`config.mk`:
```
export PLATFORM = sky130hd
export DESIGN_NAME = typed_packet_deframer
export DESIGN_NICKNAME = d
export VERILOG_FILES = /design/src/hw/rtl/tpd_pkg.sv /design/src/hw/rtl/typed_packet_deframer.sv
export SDC_FILE = /design/constraint.sdc
export NUM_CORES = 1
export LEC_CHECK = 0
export ABC_CLOCK_PERIOD_IN_PS = 3600
export BUFFER_PORTS_ARGS = -buffer_cell sky130_fd_sc_hd__buf_2
export CAP_MARGIN = 20
export CORE_MARGIN = 5
export CORE_UTILIZATION = 52
export DETAILED_ROUTE_END_ITERATION = 8
export GPL_ROUTABILITY_DRIVEN = 0
export HOLD_SLACK_MARGIN = 0.08
export PLACE_DENSITY = 0.82
export SKIP_CTS_REPAIR_TIMING = 1
export SLEW_MARGIN = 20
export SYNTH_ARGS = -nofsm -noshare
export SYNTH_HDL_FRONTEND = slang
export SYNTH_SLANG_ARGS = --single-unit
```
`constraint.sdc`:
```
create_clock -name clock -period 3.6 [get_ports clock]
set_clock_uncertainty 0.2 [all_clocks]
set_input_delay 0.72 -clock clock [delete_from_list [all_inputs] [get_ports clock]]
set_output_delay 0.72 -clock clock [all_outputs]
set_load 0.01 [all_outputs]
```
`src/hw/rtl/tpd_pkg.sv`:
```
// Shared definitions for the typed packet deframer: type codes, packet
// lengths and the parser mode type.
// No dependencies.
package tpd_pkg;

   localparam int unsigned ByteW  = 8;
   localparam int unsigned IndexW = 12;

   // Packet type codes
   localparam logic [ByteW-1:0] TypePong  = 8'h81;
   localparam logic [ByteW-1:0] TypeState = 8'h82;
   localparam logic [ByteW-1:0] TypeTelem = 8'h83;
   localparam logic [ByteW-1:0] TypeShot  = 8'h84;

   // Payload lengths in bytes
   localparam logic [IndexW-1:0] LenState   = 12'd5;
   localparam logic [IndexW-1:0] LenTelem   = 12'd24;
   localparam logic [IndexW-1:0] LenShotHdr = 12'd5;

   // Parser mode
   typedef enum logic [1:0] {
      ModeIdle    = 2'd0,
      ModePayload = 2'd1,
      ModeStages  = 2'd2
   } mode_type;

   // Total shot packet length: header plus count stages of 12 bytes each
   function automatic logic [IndexW-1:0] shot_length(input logic [ByteW-1:0] count);
      logic [IndexW-1:0] c;
      c = {{(IndexW-ByteW){1'b0}}, count};
      return LenShotHdr + (c << 3) + (c << 2);
   endfunction

endpackage

```
`src/hw/rtl/typed_packet_deframer.sv`:
```
// Typed packet deframer: parses a byte stream into typed packets and streams
// each payload byte with its type, offset and end marker.
// Depends on tpd_pkg.
//
// An accepted byte that yields a result reaches rsp_ in the next cycle.
// Throughput: one byte per cycle; the single output register is refilled in
// the same cycle its result transfers, so stalls only when rsp_stall holds.
// Reset: synchronous, active high; parser returns to waiting for a type byte
// and the output register empties.
module typed_packet_deframer (
   input  logic                          clock,
   input  logic                          reset,
   input  logic                          req_valid,
   output logic                          req_stall,
   input  logic [tpd_pkg::ByteW-1:0]     req_rx_byte,
   output logic                          rsp_valid,
   input  logic                          rsp_stall,
   output logic [tpd_pkg::ByteW-1:0]     rsp_packet_type,
   output logic                          rsp_has_byte,
   output logic [tpd_pkg::ByteW-1:0]     rsp_payload_byte,
   output logic [tpd_pkg::IndexW-1:0]    rsp_byte_index,
   output logic                          rsp_last
);

   tpd_pkg::mode_type                  mode_ff, mode_in;
   logic [tpd_pkg::ByteW-1:0]          type_ff, type_in;
   logic [tpd_pkg::IndexW-1:0]         seen_ff, seen_in;
   logic [tpd_pkg::IndexW-1:0]         expected_ff, expected_in;

   logic                               valid_ff, valid_in;
   logic [tpd_pkg::ByteW-1:0]          out_type_ff, out_type_in;
   logic                               out_has_ff, out_has_in;
   logic [tpd_pkg::ByteW-1:0]          out_byte_ff, out_byte_in;
   logic [tpd_pkg::IndexW-1:0]         out_index_ff, out_index_in;
   logic                               out_last_ff, out_last_in;

   logic                               take;
   logic                               emit;
   logic [tpd_pkg::IndexW-1:0]         seen_next;

   // Input is held only while a result waits and the consumer stalls
   assign req_stall = valid_ff & rsp_stall;
   assign take      = req_valid & ~req_stall;
   assign seen_next = seen_ff + 1'b1;

   // Parser next state and result
   always_comb begin
      mode_in      = mode_ff;
      type_in      = type_ff;
      seen_in      = seen_ff;
      expected_in  = expected_ff;
      emit         = 1'b0;
      out_type_in  = type_ff;
      out_has_in   = 1'b1;
      out_byte_in  = req_rx_byte;
      out_index_in = seen_ff;
      out_last_in  = 1'b0;
      if (take) begin
         if (mode_ff == tpd_pkg::ModePayload || mode_ff == tpd_pkg::ModeStages) begin
            // payload byte
            emit    = 1'b1;
            seen_in = seen_next;
            if (seen_next >= expected_ff) begin
               if (mode_ff == tpd_pkg::ModePayload && type_ff == tpd_pkg::TypeShot
                   && req_rx_byte != '0) begin
                  // stage count byte extends the shot packet
                  expected_in = tpd_pkg::shot_length(req_rx_byte);
                  mode_in     = tpd_pkg::ModeStages;
               end else begin
                  out_last_in = 1'b1;
                  mode_in     = tpd_pkg::ModeIdle;
               end
            end
         end else begin
            // type byte; unknown codes leave the parser idle
            mode_in = tpd_pkg::ModeIdle;
            type_in = req_rx_byte;
            seen_in = '0;
            case (req_rx_byte)
               tpd_pkg::TypePong: begin
                  emit         = 1'b1;
                  out_type_in  = req_rx_byte;
                  out_has_in   = 1'b0;
                  out_byte_in  = '0;
                  out_index_in = '0;
                  out_last_in  = 1'b1;
               end
               tpd_pkg::TypeState: begin
                  expected_in = tpd_pkg::LenState;
                  mode_in     = tpd_pkg::ModePayload;
               end
               tpd_pkg::TypeTelem: begin
                  expected_in = tpd_pkg::LenTelem;
                  mode_in     = tpd_pkg::ModePayload;
               end
               tpd_pkg::TypeShot: begin
                  expected_in = tpd_pkg::LenShotHdr;
                  mode_in     = tpd_pkg::ModePayload;
               end
               default: begin
                  mode_in = tpd_pkg::ModeIdle;
               end
            endcase
         end
      end
   end

   // Output register occupancy
   always_comb begin
      valid_in = valid_ff;
      if (take) begin
         valid_in = emit;
      end else if (valid_ff && !rsp_stall) begin
         valid_in = 1'b0;
      end
   end

   // Control state
   always_ff @(posedge clock) begin
      if (reset) begin
         mode_ff     <= tpd_pkg::ModeIdle;
         type_ff     <= '0;
         seen_ff     <= '0;
         expected_ff <= '0;
         valid_ff    <= 1'b0;
      end else begin
         mode_ff     <= mode_in;
         type_ff     <= type_in;
         seen_ff     <= seen_in;
         expected_ff <= expected_in;
         valid_ff    <= valid_in;
      end
   end

   // Result payload
   always_ff @(posedge clock) begin
      if (take && emit) begin
         out_type_ff  <= out_type_in;
         out_has_ff   <= out_has_in;
         out_byte_ff  <= out_byte_in;
         out_index_ff <= out_index_in;
         out_last_ff  <= out_last_in;
      end
   end

   assign rsp_valid        = valid_ff;
   assign rsp_packet_type  = out_type_ff;
   assign rsp_has_byte     = out_has_ff;
   assign rsp_payload_byte = out_byte_ff;
   assign rsp_byte_index   = out_index_ff;
   assign rsp_last         = out_last_ff;

   // An empty result is always the complete pong packet
   a_empty_is_pong: assert property (@(posedge clock) disable iff (reset)
      (valid_ff && !out_has_ff) |->
         (out_last_ff && out_type_ff == tpd_pkg::TypePong && out_index_ff == '0))
      else $error("empty result is not a pong packet");

   // A result that ends a packet leaves the parser waiting for a type byte
   a_last_idles: assert property (@(posedge clock) disable iff (reset)
      (take && emit && out_last_in) |=> (mode_ff == tpd_pkg::ModeIdle))
      else $error("parser not idle after last byte");

   // A type byte never yields a payload result
   a_type_no_payload: assert property (@(posedge clock) disable iff (reset)
      (take && mode_ff == tpd_pkg::ModeIdle && req_rx_byte != tpd_pkg::TypePong)
         |=> !valid_ff)
      else $error("result produced for a type byte");

   // While parsing a packet the offset stays below the expected length
   a_index_bound: assert property (@(posedge clock) disable iff (reset)
      (mode_ff == tpd_pkg::ModePayload || mode_ff == tpd_pkg::ModeStages)
         |-> (seen_ff < expected_ff))
      else $error("byte offset beyond packet length");

endmodule
```
* After elaboration in Yosys (flattened, before gate mapping) *
Cells that the tools add are included.

word-level totals
  input port bits = 12
  output and inout bits = 32
  flip-flop bits (word level) = 65
  word-level logic and storage cells = 70

operators by class
  equality and inequality tests = 9
  order comparisons = 1
  mux-type cells = 27
  $add $sub $neg = 3
  reduce and logical (&&, ||, !) cells = 15
  bitwise gates (word level) = 5

operators with widths
  cell                   count
  $mux 12                7
  $mux 8                 6
  $eq 8x8->1 const B     5
  $pmux 12 s2            1
  $add 12x1->12 const B  1
  $add 12x10->12         1
  $add 3x11->12 const A  1
  $ge 12x12->1           1
  $mux 1                 10
  $reduce_bool 8->1      1
  $mux 2                 3
  $logic_and 1x1->1      4
  $ne 2x1->1 const B     2
  $reduce_and 2->1       2
  $reduce_and 4->1       1
  $reduce_or 2->1        2
  $not 1->1              3
  $reduce_bool 3->1      1
  $reduce_or 3->1        1
  $and 1x1->1            2
  $eq 2x1->1 const B     1
  $eq 2x2->1 const B     1
  $reduce_bool 2->1      1
  $logic_not 1->1        1
  $logic_or 1x1->1       1

* Depth between registers and ports, before layout *
Gate-level depths: netlist of the first run.

  word-level depth = 6
  mapped depth = 16
  mapped depth without buffers = 12

* Least setup slack after synthesis of the first run *
Ideal clock, no wire load.

  kind = register -> register
  start point = register seen_ff[2] (netlist name)
  end point = register expected_ff[6] (netlist name)
  arrival = 3.243 ns
  library setup time = 0.067 ns
  required time = 3.333 ns
  clock period less this slack = 3.510 ns
  slack = 0.090 ns
  buffers on the path = 3
  cell stages (with the launch flop) = 16
  path through = dfxtp_1 > clkbuf_1 > nand3_1 > nor2_1 > and3_1 > clkbuf_1 > nand3_1 > xnor2_1 > ha_1 > nand2_1 > o211ai_1 > a21oi_1 > or4_1 > buf_2 > or3_1 > a21oi_2

on the way
  word-level cells in the longest chain between the ends = 4

ends and longest elaborated chain
  element                     RTL line                      source
  from (decl)                 typed_packet_deframer.sv:27   logic [tpd_pkg::IndexW-1:0] seen_ff, seen_in;
  from (signal assigned)      typed_packet_deframer.sv:129  seen_ff <= seen_in;
  $add 12x1->12               typed_packet_deframer.sv:44   assign seen_next = seen_ff + 1'b1;
  $ge 12x12->1                typed_packet_deframer.sv:63   if (seen_next >= expected_ff) begin
  $ne 2x1->1 (no line)        --
  $reduce_and 4->1 (no line)  --
  to (signal assigned)        typed_packet_deframer.sv:130  expected_ff <= expected_in;
  to (decl)                   typed_packet_deframer.sv:28   logic [tpd_pkg::IndexW-1:0] expected_ff, expected_in;

No other way between the ends.
A chain may end at the register's enable or synchronous reset.

* Worst setup path in the final report of the first run *
  start point = register seen_ff[1] (netlist name)
  end point = register expected_ff[8] (netlist name)

Same word-level chain as after synthesis.

==> results.json, run 1 <==
{
  "synth_top_family_by_area": "simple AND/OR/NAND/NOR gates",
  "arrival_ps": 3420,
  "ys_ff_latch": 64,
  "antenna_found_initial": 0,
  "drv_slew": 0,
  "cpPeakStageDelay_ps": 590,
  "synth_fa_ha_area_share_pct": 10.6,
  "synth-edff-count": 30,
  "io_pins": 44,
  "fmax_mhz": 295,
  "cts.reportedPaths.clkPinSlew_ps": 70,
  "ant_nets": 0,
  "grt_pass1_wl_um": 12800,
  "clkSinkCount": 64,
  "vias": 2958,
  "synth_top_area_share_pct": 25.9,
  "min_period_ps": 3390,
  "ys_types": 44,
  "start_util_pct": 54.2,
  "relSlewSlack_pct": 52.0,
  "cp_num_buf_inv": 1,
  "status": "complete, no violations",
  "ys_top_cells_by_area": "edfxtp_1, dfxtp_1, ha_1",
  "grt_start_max_net_pins": 40,
  "synth_area_um2": 3480,
  "syn-instance-count": 380,
  "fin_ws_ps": 214,
  "antenna_cells": 0,
  "worstMarginPinSlew_ps": 720,
  "die_width_um": 91.8,
  "die_y_um": 91.8,
  "clockBufferDepth": 2,
  "synth.most_common_cell": "nand2_1",
  "hold_depth": 2,
  "crit_type": "reg -> reg",
  "area_delta_synth_final_pct": 14.4,
  "tns_ps": 0,
  "dr.pass1.iters": 5,
  "comb_power_share_pct": 8.1,
  "drive_above_1_share_pct": 17.8,
  "final_core_util_pct": 62.0,
  "period_share_pct": 94.1,
  "rsz0062_at_grt": "false",
  "nFillCells": 505,
  "intPower_mw": 1.09,
  "synth-xor-area-share_pct": 3.27,
  "synthTopCellsByCount": "nand2_1, dfxtp_1, o21ai_0",
  "yosys-mux-area-fraction_pct": 0.288,
  "via_per_inst": 5.86,
  "crit_required_ps": 3640,
  "synth-compound-area-share_pct": 15.1,
  "fin_area_um2": 3980,
  "p_leak_nw": 1.64,
  "ys_seq_area_share_pct": 45.5,
  "dp_hpwl_um": 5580,
  "drt-initial-drc-count": 281,
  "crit_fanout": 9,
  "seq_power_share_pct": 53.6,
  "drv_cap": 0,
  "place_ws_ps": 89.9,
  "synth_nets": 421,
  "cpMostUsedCell": "nand2_1",
  "path_cells": "ha_2, nand2_1, nor3_2, and3_1, xor2_1, ha_1, nand2_1, o211ai_1, a21oi_1, or4_1, buf_4, o41ai_2",
  "swShare_pct": 23.8,
  "min-delay-path-class": "reg -> reg",
  "cts_tree": "built",
  "r2r_cells": 12,
  "synth-simple-area-share_pct": 20.4,
  "grt.total_usage_pct": 18.9,
  "finalHoldViolations": 0,
  "p_switching_mw": 0.342,
  "crit_path_end_kind": "flip-flop",
  "clockPowerShare_pct": 38.3,
  "coreArea_um2": 6420,
  "avgSynthCellArea_um2": 9.16,
  "cp_num_cells": 12,
  "async_reset_ff_share_pct": 0,
  "start_kind": "flip-flop",
  "wl_um": 7850,
  "io_buffer_count": 43,
  "ir_drop_v": 0.000177,
  "grt_pass1_vias": 2735,
  "root_buffer": "clkbuf_8",
  "synth_top_cell_by_area": "edfxtp_1",
  "htreeDepth": 3,
  "placed_cell_area_um2": 3790,
  "synth_ff_type": "dfxtp_1",
  "setup_viol": 0,
  "fp.dieArea_um2": 8430,
  "route.detailed.drc": 0,
  "std_cell_rows": 29,
  "power.density_nw_per_um2": 360,
  "clock_latency_ps": 340,
  "num-nets-final": 464,
  "yosysWarnings": 0,
  "overflow": 0,
  "crit_family": "simple AND/OR/NAND/NOR gates",
  "crit_slowest_cell": "or4_1",
  "routedWlPerCell_um": 15.5,
  "cts_buffers": 9
}
==> stage by stage <==
stage	hold slack (ps)	power (mW)	instances
finish	272	1.43	505
global route	291	1.48	505
CTS	270	1.44	505
detailed placement	261	0.897	489
global placement	253	0.892	489
floorplan	244	0.859	380
==> cells by family after synthesis <==
group,Yosys count
AO/OA/AOI/OAI,90
buffers and inverters,44
multiplexers,1
AND/OR/NAND/NOR,139
adder cells (fa/ha/maj),29
XOR/XNOR,13
flip-flops,64
==> power groups by stage <==
stage               clock network, mW  registers (mW)  logic, mW
floorplan                           0           0.783     0.0759
global placement                    0           0.784      0.108
detailed placement                  0           0.784      0.113
CTS                             0.558           0.768      0.114
global route                    0.586           0.768      0.128
finish                          0.549           0.768      0.117
==> routing by layer <==
metal	track usage [%]	wire length, µm	up-vias	part of all wire, %
li1	-	-	1422	-
met1	23.3	3370	1368	43
met2	32.1	3760	147	48
met3	3.19	543	21	6.9
met4	9.16	175	0	2.2
met5	0	0	-	0
==> worst min-delay path, stage by stage, from the launching register on <==
cell     delay [ps]
dfxtp_1         320
nand3_1          60
a21oi_1          50
==> final cells by class <==
class	instances	area (µm²)	share of cell area [%]
repair buffers	53	290	7.29
inverters	23	86.3	2.17
flip-flops and latches	64	1590	39.8
clock buffers	13	159	3.99
well taps	77	96.3	2.42
multi-input cells	272	1750	43.9
clock inverters	3	16.3	0.409
==> path summary, 6_finish.rpt <==
| kind | startpoint | end | slack [ps] |
|---|---|---|---|
| hold reg to reg | expected_ff[7] | expected_ff[7] | 270 |
| hold / removal | expected_ff[7] | expected_ff[7] | 270 |
| setup / recovery | seen_ff[1] | expected_ff[8] | 210 |
| setup reg to reg | seen_ff[1] | expected_ff[8] | 210 |
==> state kept, by name, indices dropped and copies added, names as in the netlist <==
| signal | flops |
|---|---|
| rsp_packet_type | 8 |
| type_ff | 8 |
| rsp_payload_byte | 8 |
| rsp_byte_index | 12 |
| mode_ff | 2 |
| expected_ff | 11 |
| rsp_last | 1 |
| rsp_has_byte | 1 |
| rsp_valid | 1 |
| seen_ff | 12 |
==> layout by cell type, fill, tap and decap left out, types with 2 or more instances in the layout <==
cell	count
clkbuf_1	2
and3_1	4
edfxtp_1	30
a21oi_2	2
inv_1	23
and2_1	22
a31oi_1	3
dfxtp_1	31
o31ai_1	2
nand4_1	4
a21o_1	3
buf_2	43
nand2_1	35
nor3_1	3
a22oi_1	7
nand4b_1	2
dfxtp_2	3
buf_4	10
o21a_1	3
ha_1	27
a311oi_1	2
clkbuf_8	11
nand3b_1	3
o21ai_0	31
nor2_1	29
nand2b_1	7
xnor2_1	5
a21oi_1	28
a211oi_1	3
xor2_1	8
or3_1	4
nand3_1	19
o22ai_1	2
No activity file was read; power rests on OpenSTA's default activity.
==> inputs of run 2 (changes only) <==
ABC_AREA = 1   (was not set)
==> run 2 against run 1 <==
Synthesized cell count increased by 16%. Via count increased by 1.3%. Utilization decreased by 0.89 points. Hold slack got worse by 3.3 ps. Final area decreased by 0.88%. Cell count increased by 12%. Largest power group unchanged. Sequential share of layout area increased by 0.26 points. Total power decreased by 1.2%. Die area increased by 0.48%. Register-to-register slack improved by 520 ps. Global-route usage increased by 0.26 points.
==> results.json, run 2 <==
{
  "status": "complete, no violations",
  "cts_tree": "built",
  "routedWlPerCell_um": 13.6,
  "io_buffer_count": 43,
  "fp.dieArea_um2": 8470,
  "crit_type": "reg -> reg",
  "yosysWarnings": 0,
  "synth.most_common_cell": "nand2_1",
  "async_reset_ff_share_pct": 0,
  "crit_required_ps": 3680,
  "start_util_pct": 54.2,
  "min_period_ps": 2870,
  "clockBufferDepth": 2,
  "reg2reg_to": "expected_ff[3]",
  "nFillCells": 565,
  "crit_slowest_cell": "dfxtp_1",
  "r2r-start": "seen_ff[0]",
  "wl_um": 7740,
  "cts_buffers": 9,
  "clock_latency_ps": 340,
  "hold_depth": 2,
  "clkSinkCount": 64,
  "fmax_mhz": 349,
  "htreeDepth": 3,
  "placed_cell_area_um2": 3780,
  "hold_path_end": "expected_ff[6]",
  "worstMarginPinSlew_ps": 746,
  "ys_seq_area_share_pct": 45.2,
  "synth_nets": 482,
  "die_y_um": 92.0,
  "cpPeakStageDelay_ps": 380,
  "power.density_nw_per_um2": 359,
  "grt_start_max_net_pins": 38,
  "dr.pass1.iters": 5,
  "start_kind": "flip-flop",
  "fin_area_um2": 3950,
  "ys_top_cells_by_area": "edfxtp_1, dfxtp_1, nand2_1",
  "route.detailed.drc": 0,
  "synthTopCellsByCount": "nand2_1, inv_1, nor2_1",
  "via_per_inst": 5.27,
  "r2r_cells": 17,
  "drv_slew": 0,
  "drv_cap": 0,
  "io_pins": 44,
  "antenna_cells": 0,
  "ant_nets": 0,
  "overflow": 0,
  "cpMostUsedCell": "nand2_1",
  "grt.total_usage_pct": 19.2,
  "cts.reportedPaths.clkPinSlew_ps": 70,
  "synth_top_cell_by_area": "edfxtp_1",
  "layout_common_cells": "nand2_1, inv_1, nor2_1",
  "layout_commonest_cell": "nand2_1",
  "route.top_layer_used": "met4",
  "avgSynthCellArea_um2": 7.93,
  "antenna_found_initial": 0,
  "place_ws_ps": 674,
  "worstHoldStart": "expected_ff[6]",
  "finalHoldViolations": 0,
  "rsz0062_at_grt": "false",
  "ys_types": 28,
  "vias": 2995,
  "area_delta_synth_final_pct": 12.8,
  "crit_path_end_kind": "flip-flop",
  "reg2reg_setup_slack_ps": 730,
  "synth-edff-count": 30,
  "setup_viol": 0,
  "num-nets-final": 528,
  "drive_above_1_share_pct": 13.8,
  "ir_drop_v": 0.000163,
  "std_cell_rows": 29,
  "wl_met3_um": 453,
  "drt-initial-drc-count": 228,
  "synth_top_area_share_pct": 25.8,
  "grt_pass1_wl_um": 13000,
  "tns_ps": 0,
  "crit_fanout": 11,
  "synth_area_um2": 3500,
  "arrival_ps": 2940,
  "min-delay-path-class": "reg -> reg",
  "path_cells": "ha_1, nand3_2, nor2_2, nand2_2, o21ai_0, inv_1, ha_1, nand2_1, inv_1, nand2_1, nor2_1, nand2_1, nand4_1, nand3_1, nand2_1, nand2_1, nor2_1",
  "relSlewSlack_pct": 50.1,
  "fin_ws_ps": 734,
  "period_share_pct": 79.6,
  "critPathLaunch": "seen_ff[0]",
  "ys_ff_latch": 64,
  "syn-instance-count": 441,
  "synth_ff_type": "dfxtp_1",
  "root_buffer": "clkbuf_8",
  "die_width_um": 92.0,
  "met2_length_um": 3660,
  "grt_pass1_vias": 2863,
  "met1_length_um": 3490,
  "dp_hpwl_um": 5620,
  "p_leak_nw": 1.78,
  "coreArea_um2": 6460
}
[run 2: area by class of cell]
| type | count | area [µm²] | share of cell area [%] |
|---|---|---|---|
| Clock inverter | 4 | 21.3 | 0.539 |
| Multi-Input combinational cell | 290 | 1590 | 40.2 |
| Timing Repair Buffer | 45 | 230 | 5.83 |
| Inverter | 77 | 289 | 7.32 |
| Tap cell | 77 | 96.3 | 2.44 |
| Sequential cell | 64 | 1580 | 40.1 |
| Clock buffer | 11 | 141 | 3.58 |
[run 2: per-stage QoR]
step                utilization (%)  total power [mW]  hold slack [ps]  instances
global placement               58.6             0.899              252        553
global route                   61.1              1.47              284        568
CTS                            61.1              1.42              266        568
floorplan                         -             0.867              238        441
finish                         61.1              1.42              269        568
detailed placement             58.6             0.903              256        553
[run 2: worst max path at each step]
| stage | end | slack, ps |
|---|---|---|
| CTS | expected_ff[3] | 750 |
| global placement | rsp_byte_index[10] | 750 |
| detailed placement | rsp_byte_index[10] | 670 |
| floorplan | rsp_byte_index[0] | 270 |
| global route | expected_ff[7] | 450 |
| finish | expected_ff[3] | 730 |
[run 2: logic make-up (layout without fill, tap and decap cells)]
family / Yosys count / count (layout) / synth area share [%]
AO/OA/AOI/OAI: 71 / 71 / 10.6
flip-flops: 64 / 64 / 45.2
buffers and inverters: 87 / 137 / 9.55
XOR/XNOR: 11 / 11 / 2.75
AND/OR/NAND/NOR: 179 / 179 / 21.4
adder cells (fa/ha/maj): 29 / 29 / 10.6
[run 2: routing by layer]
metal	vias to the layer above	GRT usage (%)
met1	1381	24.8
met4	0	7.92
li1	1505	-
met3	11	4.01
met5	-	0
met2	98	31.3
[run 2: power by group]
| group | leakage (nW) | internal (mW) | switching, mW | total [mW] |
|---|---|---|---|---|
| clock network | 0.0826 | 0.260 | 0.265 | 0.525 |
| registers | 0.550 | 0.766 | 0.00326 | 0.769 |
| logic | 1.15 | 0.0407 | 0.0810 | 0.122 |
[run 2: worst max-delay path: cells and delay by family (launching register included)]
family	cells	cell delay (ps)
fa+ha+maj	2	500
flops	1	380
compound gates	1	180
buf+inv	2	150
simple gates	12	1400
==> inputs of run 3 (changes only) <==
ABC_CLOCK_PERIOD_IN_PS = 2400   (was 3600)
clock period = 2.4 ns   (was 3.6 ns; I/O delays follow)
==> run 3 against run 2 <==
Critical path type unchanged. Largest cell class unchanged. The run now ends with negative setup slack left. Count of clock-buffer cells in the layout unchanged. First-iteration DRC count up 39%. Routed wire length is 14% higher. Register-to-register slack worse by 1000 ps.
==> results.json, run 3 (synthesis gave the netlist of run 2 again) <==
{
  "status": "finished with violations",
  "violations": "negative setup slack",
  "antenna_found_initial": 0,
  "dp_hpwl_um": 5810,
  "fin_ws_ps": -294,
  "cts.reportedPaths.clkPinSlew_ps": 70,
  "start_kind": "flip-flop",
  "seqCellArea_um2": 1590,
  "r2r_cells": 16,
  "p_leak_nw": 1.99,
  "io_buffer_count": 43,
  "multiInputGateArea_um2": 1770,
  "power.density_nw_per_um2": 505,
  "htreeDepth": 3,
  "drt-initial-drc-count": 316,
  "wl_um": 8850,
  "rsz0062_at_grt": "true",
  "hold_depth": 2,
  "antenna_cells": 0,
  "fmax_mhz": 371,
  "die_width_um": 92.0,
  "drv_cap": 0,
  "total_power_mw": 2.23,
  "crit_fanout": 4,
  "crit_type": "reg -> reg",
  "fp.dieArea_um2": 8470,
  "crit_required_ps": 2440,
  "nFillCells": 471,
  "root_buffer": "clkbuf_8",
  "area_delta_synth_final_pct": 26.3,
  "ant_nets": 0,
  "vias": 3207,
  "ir_drop_v": 0.000343,
  "min-delay-path-class": "reg -> reg",
  "num-nets-final": 559,
  "clockBufferDepth": 2,
  "crit_path_end_kind": "flip-flop",
  "io_pins": 44,
  "setup_viol": 14,
  "grt_start_max_net_pins": 38,
  "cts_tree": "built",
  "grt.total_usage_pct": 19.4,
  "via_per_inst": 5.35,
  "dr.pass1.iters": 6,
  "clkSinkCount": 64,
  "route.detailed.drc": 0,
  "cts_buffers": 9,
  "period_share_pct": 112,
  "grt_pass1_vias": 2869,
  "fin_area_um2": 4420,
  "finalHoldViolations": 0,
  "routedWlPerCell_um": 14.8,
  "dp.cells": 579,
  "tns_ps": -3470,
  "coreArea_um2": 6460,
  "relSlewSlack_pct": 74.3,
  "fin_cells": 600,
  "drv_slew": 0,
  "layout_common_cells": "nand2_1, inv_1, nor2_1, buf_2, a21oi_1",
  "die_y_um": 92.0,
  "min_period_ps": 2690,
  "drive_above_1_share_pct": 25.6,
  "std_cell_rows": 29,
  "arrival_ps": 2730,
  "grt_pass1_wl_um": 13200,
  "clock_latency_ps": 340,
  "layout_commonest_cell": "nand2_1",
  "overflow": 0,
  "worstMarginPinSlew_ps": 386,
  "start_util_pct": 54.2,
  "placed_cell_area_um2": 4030
}
[run 3: cell count changes in the layout (fill, tap and decap cells not counted), moves of 3 or more]
cell,before,now
a21oi_1,39,33
a21oi_2,1,7
buf_4,2,29
dfxtp_1,34,30
inv_1,76,72
inv_2,1,5
nand2_1,99,89
nand2_2,2,8
nand2_4,0,4
nand3_1,13,9
nand3_4,0,3
nor2_1,48,43
nor2_4,1,4
o21ai_0,26,23
[run 3: final timing paths]
path                                       end  startpoint  slack (ps)
worst max-delay path            expected_ff[4]  seen_ff[1]        -290
worst min-delay path                type_ff[3]  type_ff[3]         270
worst max register to register  expected_ff[4]  seen_ff[1]        -290
worst min register to register      type_ff[3]  type_ff[3]         270
[run 3: metal layers]
layer	vias to the layer above	track usage (%)	routed length, µm
met2	144	31.9	4280
met4	0	6.56	187
met3	19	4.91	657
met5	-	0	0
li1	1569	-	-
met1	1475	25.0	3730
[run 3: where the power goes]
part           switching (mW)  internal (mW)  total (mW)
clock                   0.410          0.470       0.880
combinational           0.132         0.0690       0.201
sequential            0.00460           1.15        1.15
total                   0.547           1.69        2.23
[run 3: layout make-up]
cell class	count	area share, %
Multi-Input combinational cell	290	40.0
Sequential cell	64	36.0
Tap cell	77	2.18
Inverter	77	6.54
Timing Repair Buffer	76	11.2
Clock inverter	5	1.08
Clock buffer	11	2.97
[run 3: worst max-delay path, cell delays in order, from the launching register on]
cell and delay [ps]:
dfxtp_4 380, ha_4 150, nand3_4 90, nor2_4 130, nand2_4 90, nor3_4 130
xor2_1 230, ha_1 280, nand2_2 70, a21oi_1 50, nor2_2 160, nand4_1 180
nand3_2 130, buf_4 130, nand2_1 70, nand2_1 80, nor2_2 40
[run 3: metrics by stage]
step | hold WS (ps) | worst slack, ps | util, %
finish | 268 | -294 | 68.4
global route | 287 | -424 | 68.4
CTS | 267 | -273 | 65.1
detailed placement | 257 | -248 | 62.3
global placement | 251 | -62.8 | 62.3
floorplan | 237 | -34.1 | -
